--- src/hw/rtl/bpu_pkg.sv ---
// Shared types and constants for the BMP pixel unpacker.
// No dependencies; imported by bpu_out_fifo and bmp_pixel_unpacker.
`timescale 1ns / 1ps

package bpu_pkg;

  localparam int CFG_IDX_W  = 2;
  localparam int CFG_DATA_W = 13;

  // register indexes
  localparam logic [CFG_IDX_W-1:0] REG_MODE   = 2'd0;
  localparam logic [CFG_IDX_W-1:0] REG_WIDTH  = 2'd1;
  localparam logic [CFG_IDX_W-1:0] REG_HEIGHT = 2'd2;

  // pixel depth modes; any other code decodes as 24 bpp
  localparam logic [1:0] MODE_4BPP  = 2'd0;
  localparam logic [1:0] MODE_8BPP  = 2'd1;
  localparam logic [1:0] MODE_24BPP = 2'd2;

  // item opcodes
  localparam logic OP_PALETTE = 1'b0;
  localparam logic OP_PIXEL   = 1'b1;

  // request kinds in the palette access queue
  localparam logic [1:0] KIND_WRITE  = 2'd0;
  localparam logic [1:0] KIND_READ   = 2'd1;
  localparam logic [1:0] KIND_DIRECT = 2'd2;

  localparam logic [7:0]  NIBBLE_MASK  = 8'h0F;
  localparam logic [12:0] HEIGHT_LIMIT = 13'd4096;
  localparam int          OUT_DEPTH    = 4;

  typedef struct packed {
    logic [11:0] x;
    logic [11:0] y;
    logic [7:0]  red;
    logic [7:0]  green;
    logic [7:0]  blue;
    logic        last;
    logic        frame_end;
  } pix_t;

  typedef struct packed {
    logic [1:0]  kind;
    logic [7:0]  addr;
    logic [23:0] rgb;
    logic [11:0] x;
    logic [11:0] y;
    logic        last;
    logic        frame_end;
  } req_t;

endpackage

--- src/hw/rtl/bpu_out_fifo.sv ---
// Small output queue of finished pixels with a valid/stall read side.
// Depends on bpu_pkg (pix_t).
`timescale 1ns / 1ps

module bpu_out_fifo #(
  parameter int DEPTH = 4
) (
  input  logic                       clk,
  input  logic                       rst_n,
  input  logic                       push,
  input  bpu_pkg::pix_t              push_data,
  output logic                       out_valid,
  input  logic                       out_stall,
  output bpu_pkg::pix_t              out_data,
  output logic [$clog2(DEPTH+1)-1:0] count
);
  import bpu_pkg::*;

  localparam int PTR_W = $clog2(DEPTH);
  localparam int CNT_W = $clog2(DEPTH + 1);

  pix_t             slot_r [DEPTH];
  logic [PTR_W-1:0] wr_ptr_r, wr_ptr_nxt;
  logic [PTR_W-1:0] rd_ptr_r, rd_ptr_nxt;
  logic [CNT_W-1:0] cnt_r, cnt_nxt;
  logic             pop;

  assign out_valid = (cnt_r != '0);
  assign out_data  = slot_r[rd_ptr_r];
  assign pop       = out_valid && !out_stall;
  assign count     = cnt_r;

  always_comb begin
    wr_ptr_nxt = wr_ptr_r;
    rd_ptr_nxt = rd_ptr_r;
    cnt_nxt    = cnt_r;
    if (push) begin
      wr_ptr_nxt = (32'(wr_ptr_r) == DEPTH - 1) ? '0 : wr_ptr_r + PTR_W'(1);
    end
    if (pop) begin
      rd_ptr_nxt = (32'(rd_ptr_r) == DEPTH - 1) ? '0 : rd_ptr_r + PTR_W'(1);
    end
    if (push && !pop) begin
      cnt_nxt = cnt_r + CNT_W'(1);
    end else if (pop && !push) begin
      cnt_nxt = cnt_r - CNT_W'(1);
    end
  end

  always_ff @(posedge clk) begin
    if (!rst_n) begin
      wr_ptr_r <= '0;
      rd_ptr_r <= '0;
      cnt_r    <= '0;
    end else begin
      wr_ptr_r <= wr_ptr_nxt;
      rd_ptr_r <= rd_ptr_nxt;
      cnt_r    <= cnt_nxt;
    end
  end

  always_ff @(posedge clk) begin
    if (push) begin
      slot_r[wr_ptr_r] <= push_data;
    end
  end

endmodule

--- config.mk ---
export PLATFORM = sky130hd
export DESIGN_NAME = bpu_out_fifo
export DESIGN_NICKNAME = d
export VERILOG_FILES = /design/src/hw/rtl/bpu_pkg.sv /design/src/hw/rtl/bpu_out_fifo.sv
export SDC_FILE = /design/constraint.sdc
export NUM_CORES = 1
export LEC_CHECK = 0
export BUFFER_PORTS_ARGS = -buffer_cell sky130_fd_sc_hd__buf_4
export CORE_MARGIN = 5
export CORE_UTILIZATION = 51
export CTS_BUF_LIST = sky130_fd_sc_hd__clkbuf_16
export CTS_CLUSTER_DIAMETER = 30
export DETAILED_ROUTE_END_ITERATION = 10
export PLACE_DENSITY = 0.86
export SETUP_SLACK_MARGIN = 0.15
export SLEW_MARGIN = 10
export SYNTH_ARGS = -nofsm -noshare
export SYNTH_HDL_FRONTEND = slang
export SYNTH_SLANG_ARGS = --single-unit
--- constraint.sdc ---
create_clock -name clk -period 2.2 [get_ports clk]
set_input_delay 0.11 -clock clk [delete_from_list [all_inputs] [get_ports clk]]
set_output_delay 0.11 -clock clk [all_outputs]
set_load 0.005 [all_outputs]
==> results.txt <==
----------------------------------------------------
[STA]
  Fraction of the cycle the final worst path needs ... 0.9175
  Worst-case clock skew ... 0.01034 ns
  Achievable clock frequency ... 0.4954 GHz
  Worst hold margin ... 0.3612 ns
  Max-slew headroom at the worst pin ... 0.6551
  Final-report max-slew violation count ... 0
  Tightest Pin Transition ... 0.5173 ns
  Endpoints failing setup ... 0
  Number of failing hold endpoints at the final stage ... 0
  Setup repair after global routing missed its margin ... true
  Fin crit period ... 2.018 ns

[Pwr]
  Combinational Power Share ... 0.192
  Worst supply voltage drop on vdd ... 917.0 uV
  Switching power total ... 2.910 mW
  Int Pwr ... 9.645 mW
  Switching share of power ... 0.2318
  Leakage ... 3.815 nW
  Power share of the sequential group ... 0.379
  Ratio of total power to cell area ... 1172 nW/um2
  Part of the total power dissipated in the clock network ... 0.430

[Floorplan]
  Std cell rows ... 45
  Initial Util ... 0.5142
  Total Die Area ... 17720 um2
  Die height ... 133.1 um
  Boundary Pins ... 108
  Core ar. ... 15030 um2
  Die X ... 133.1 um

[Clock tree]
  Root buffer selected by CTS ... sky130_fd_sc_hd__clkbuf_16
  Later-pin clock latency in the skew report ... 0.50 ns
  TritonCTS clock tree ... done
  Clock sink total ... 209
  Worst-case clock buffer depth ... 3
  H-tree level count ... 2
  Clock input transition at the sequential cells of the worst setup and hold paths ... 0.05 ns
  Number of CTS-inserted buffers ... 39

[Drt]
  Routed WL per cell ... 21.12 um
  Post-route antenna net violation count ... 0
  Aggregate routed wire length ... 15500 um
  DRT iter0 DRCs ... 198
  Total number of vias ... 3908
  DRC viols ... 0
  DR pass1 iterations ... 4
  Vias/cell ... 5.324

[Cells and area]
  Syn-to-layout area delta ... 38.52%
  Post-Layout Cell Count ... 734
  Number of antenna diodes ... 0
  Total area of multi-input combinational cells ... 1420 um2
  Share of the core filled with cells ... 0.7123
  Share of cells above drive strength 1 ... 0.4451
  Flip-flop and latch area ... 6198 um2
  Final #Nets ... 577
  Filler Cell Count ... 852
  Final design instance area without fill ... 10710 um2

[Yosys]
  Primary flip-flop cell chosen by synthesis mapping ... sky130_fd_sc_hd__edfxtp_1
  Async set-or-reset flop fraction in the synthesized netlist ... 0
  Most area-consuming cells after synthesis ... sky130_fd_sc_hd__edfxtp_1 (78%), sky130_fd_sc_hd__mux4_2 (15%), sky130_fd_sc_hd__dfxtp_1 (2.3%)
  Sequential cell area fraction in the yosys report ... 0.8003
  Area share of the largest cell type after synthesis ... 0.7770
  Yosys warns ... 0
  Syn Inst Count ... 308
  Largest area contributor in the synthesized netlist ... sky130_fd_sc_hd__edfxtp_1
  Flop and latch count out of synthesis ... 209
  Synth unique cells ... 23
  Cell area after synthesis ... 7730 um2
  Ranking of synthesized cells by instance count ... sky130_fd_sc_hd__edfxtp_1 (200), sky130_fd_sc_hd__mux4_2 (50), sky130_fd_sc_hd__dfxtp_1 (9), sky130_fd_sc_hd__ha_1 (6)
  Syn Nets ... 369
  Average cell area after synthesis ... 25.10 um2
  Leading cell type by number of instances after synthesis ... sky130_fd_sc_hd__edfxtp_1
  Number of enable-type register cells in the synthesized netlist ... 200

[Worst hold path]
  Type of the worst min-delay path ... in -> reg

[Global routing]
  Initial antenna violation count ... 0
  Remaining Overflow, GRT ... 0
  First-pass GRT wire length ... 24050 um
  Vias in the first global route ... 4451
  Maximum number of pins on one net before global-route repair ... 44
  Total GRT Usage ... 0.1755

[Critical path]
  Max FO, Critical Path ... 4
  Signal arrival time at the worst endpoint ... 2.44 ns
  Startpoint-to-endpoint class of the critical path ... reg -> reg
  Endpoint required time on the critical path ... 2.62 ns
  Capturing element type of the critical path ... flop
  CP startpoint kind ... flop

[Run]
  Total of max-cap violations ... 0

[Placement]
  Number of input and output port buffers inserted ... 107
  Placed cell count ... 602
  Global placer's final weighted congestion ... 0.7592
  Dpl cell area ... 8813 um2
  HPWL Detailed ... 8482 um

[Outcome]
  Result of the run ... completed

----------------------------------------------------
-- critical path: stages (launching register included) --
cell	delay [ns]
sky130_fd_sc_hd__dfxtp_4	0.36
sky130_fd_sc_hd__nor3_4	0.22
sky130_fd_sc_hd__or2_4	0.17
sky130_fd_sc_hd__ha_4	0.13
sky130_fd_sc_hd__inv_1	0.05
sky130_fd_sc_hd__fa_1	0.37
sky130_fd_sc_hd__xor2_1	0.18
sky130_fd_sc_hd__or3_1	0.32
sky130_fd_sc_hd__a21boi_1	0.14
-- state kept, by name, indices dropped and copies added, names as in the netlist, named ones only --
name      cells
slot_r      200
rd_ptr_r      2
wr_ptr_r      2
count         3
-- final timing paths --
| path | depth (start not counted) | slack, ns | startpoint | to |
|---|---|---|---|---|
| worst max-delay path | 8 | 0.18 | count[1]$_SDFFE_PN0P_ | count[2]$_SDFFE_PN0P_ |
| worst max register to register | 8 | 0.18 | count[1]$_SDFFE_PN0P_ | count[2]$_SDFFE_PN0P_ |
| worst min register to register | 2 | 0.56 | rd_ptr_r[0]$_SDFFE_PN0P_ | flop |
| worst min-delay path | 2 | 0.36 | push_data[37] | slot_r[0][37]$_DFFE_PP_ |
-- placed cells by master (no fill, tap or decap), drive strengths merged --
cell	synthesis	layout
edfxtp	200	200
buf	12	124
dlygate4sd3	0	53
mux4	50	50
clkbuf	0	41
inv	4	17
clkinv	0	12
dfxtp	9	9
ha	6	6
and2	5	5
clkinvlp	0	4
mux2i	3	3
nor2b	3	3
o21ai	3	3
bufinv	0	3
nor2	2	2
nand2	2	2
o211ai	2	2
nor3	1	1
or2	1	1
xnor2	1	1
xor2	1	1
or3	1	1
a21boi	1	1
fa	1	1
-- area by class of cell --
cell class,instances,area share
Multi-Input combinational cell,83,0.1326
Clock inverter,32,0.02360
Sequential cell,209,0.5789
Timing Repair Buffer,179,0.1504
Tap cell,188,0.02197
Clock buffer,39,0.09114
Inverter,4,0.001402
-- cell families after synthesis --
| group | share of synthesized area |
|---|---|
| buffers and inverters | 0.02007 |
| flip-flops | 0.8003 |
| AND/OR/NAND/NOR | 0.01068 |
| XOR/XNOR | 0.002267 |
| AO/OA/AOI/OAI | 0.004855 |
| multiplexers | 0.1496 |
| adder cells (fa/ha/maj) | 0.01230 |
-- metrics by stage --
stage / total power, mW / setup TNS [ns] / worst slack [ns]
after detailed placement: 6.916 / -0.05889 / -0.05889
after floorplan: 6.050 / 0 / 0.2169
after CTS: 12.51 / 0 / 0.1242
after global placement: 6.850 / 0 / 0.1539
after global routing: 13.10 / 0 / 0.1303
final: 12.55 / 0 / 0.1815
-- per-layer routing --
| metal | share of wire | wire, um | up-vias | track usage |
|---|---|---|---|---|
| met4 | 0.021 | 324 | 0 | 0.06571 |
| met2 | 0.53 | 8143 | 154 | 0.2918 |
| met5 | 0 | 0 | - | 0 |
| met3 | 0.063 | 974 | 32 | 0.04758 |
| met1 | 0.39 | 6061 | 1990 | 0.2243 |
| li1 | - | - | 1732 | - |
-- power by group through the flow --
stage                     combinational (mW)  sequential (mW)  clock, mW
final                                   2.41             4.75       5.39
after global routing                    2.59             4.77       5.74
after CTS                               2.27             4.73       5.50
after detailed placement                2.13             4.79          0
after global placement                  2.08             4.77          0
after floorplan                         1.32             4.73          0
-- repair_timing --
action / CTS / global route
pin swaps: 1 / 3
cloned: 0 / 3
hold buffers: 53 / 0
gates resized for setup: 6 / 4
setup endpoints to repair: 17 / 34
setup buffers: 1 / 4
endpoints found under the hold margin: 209 / 0
Note: power is estimated with default switching activity, not from simulation.
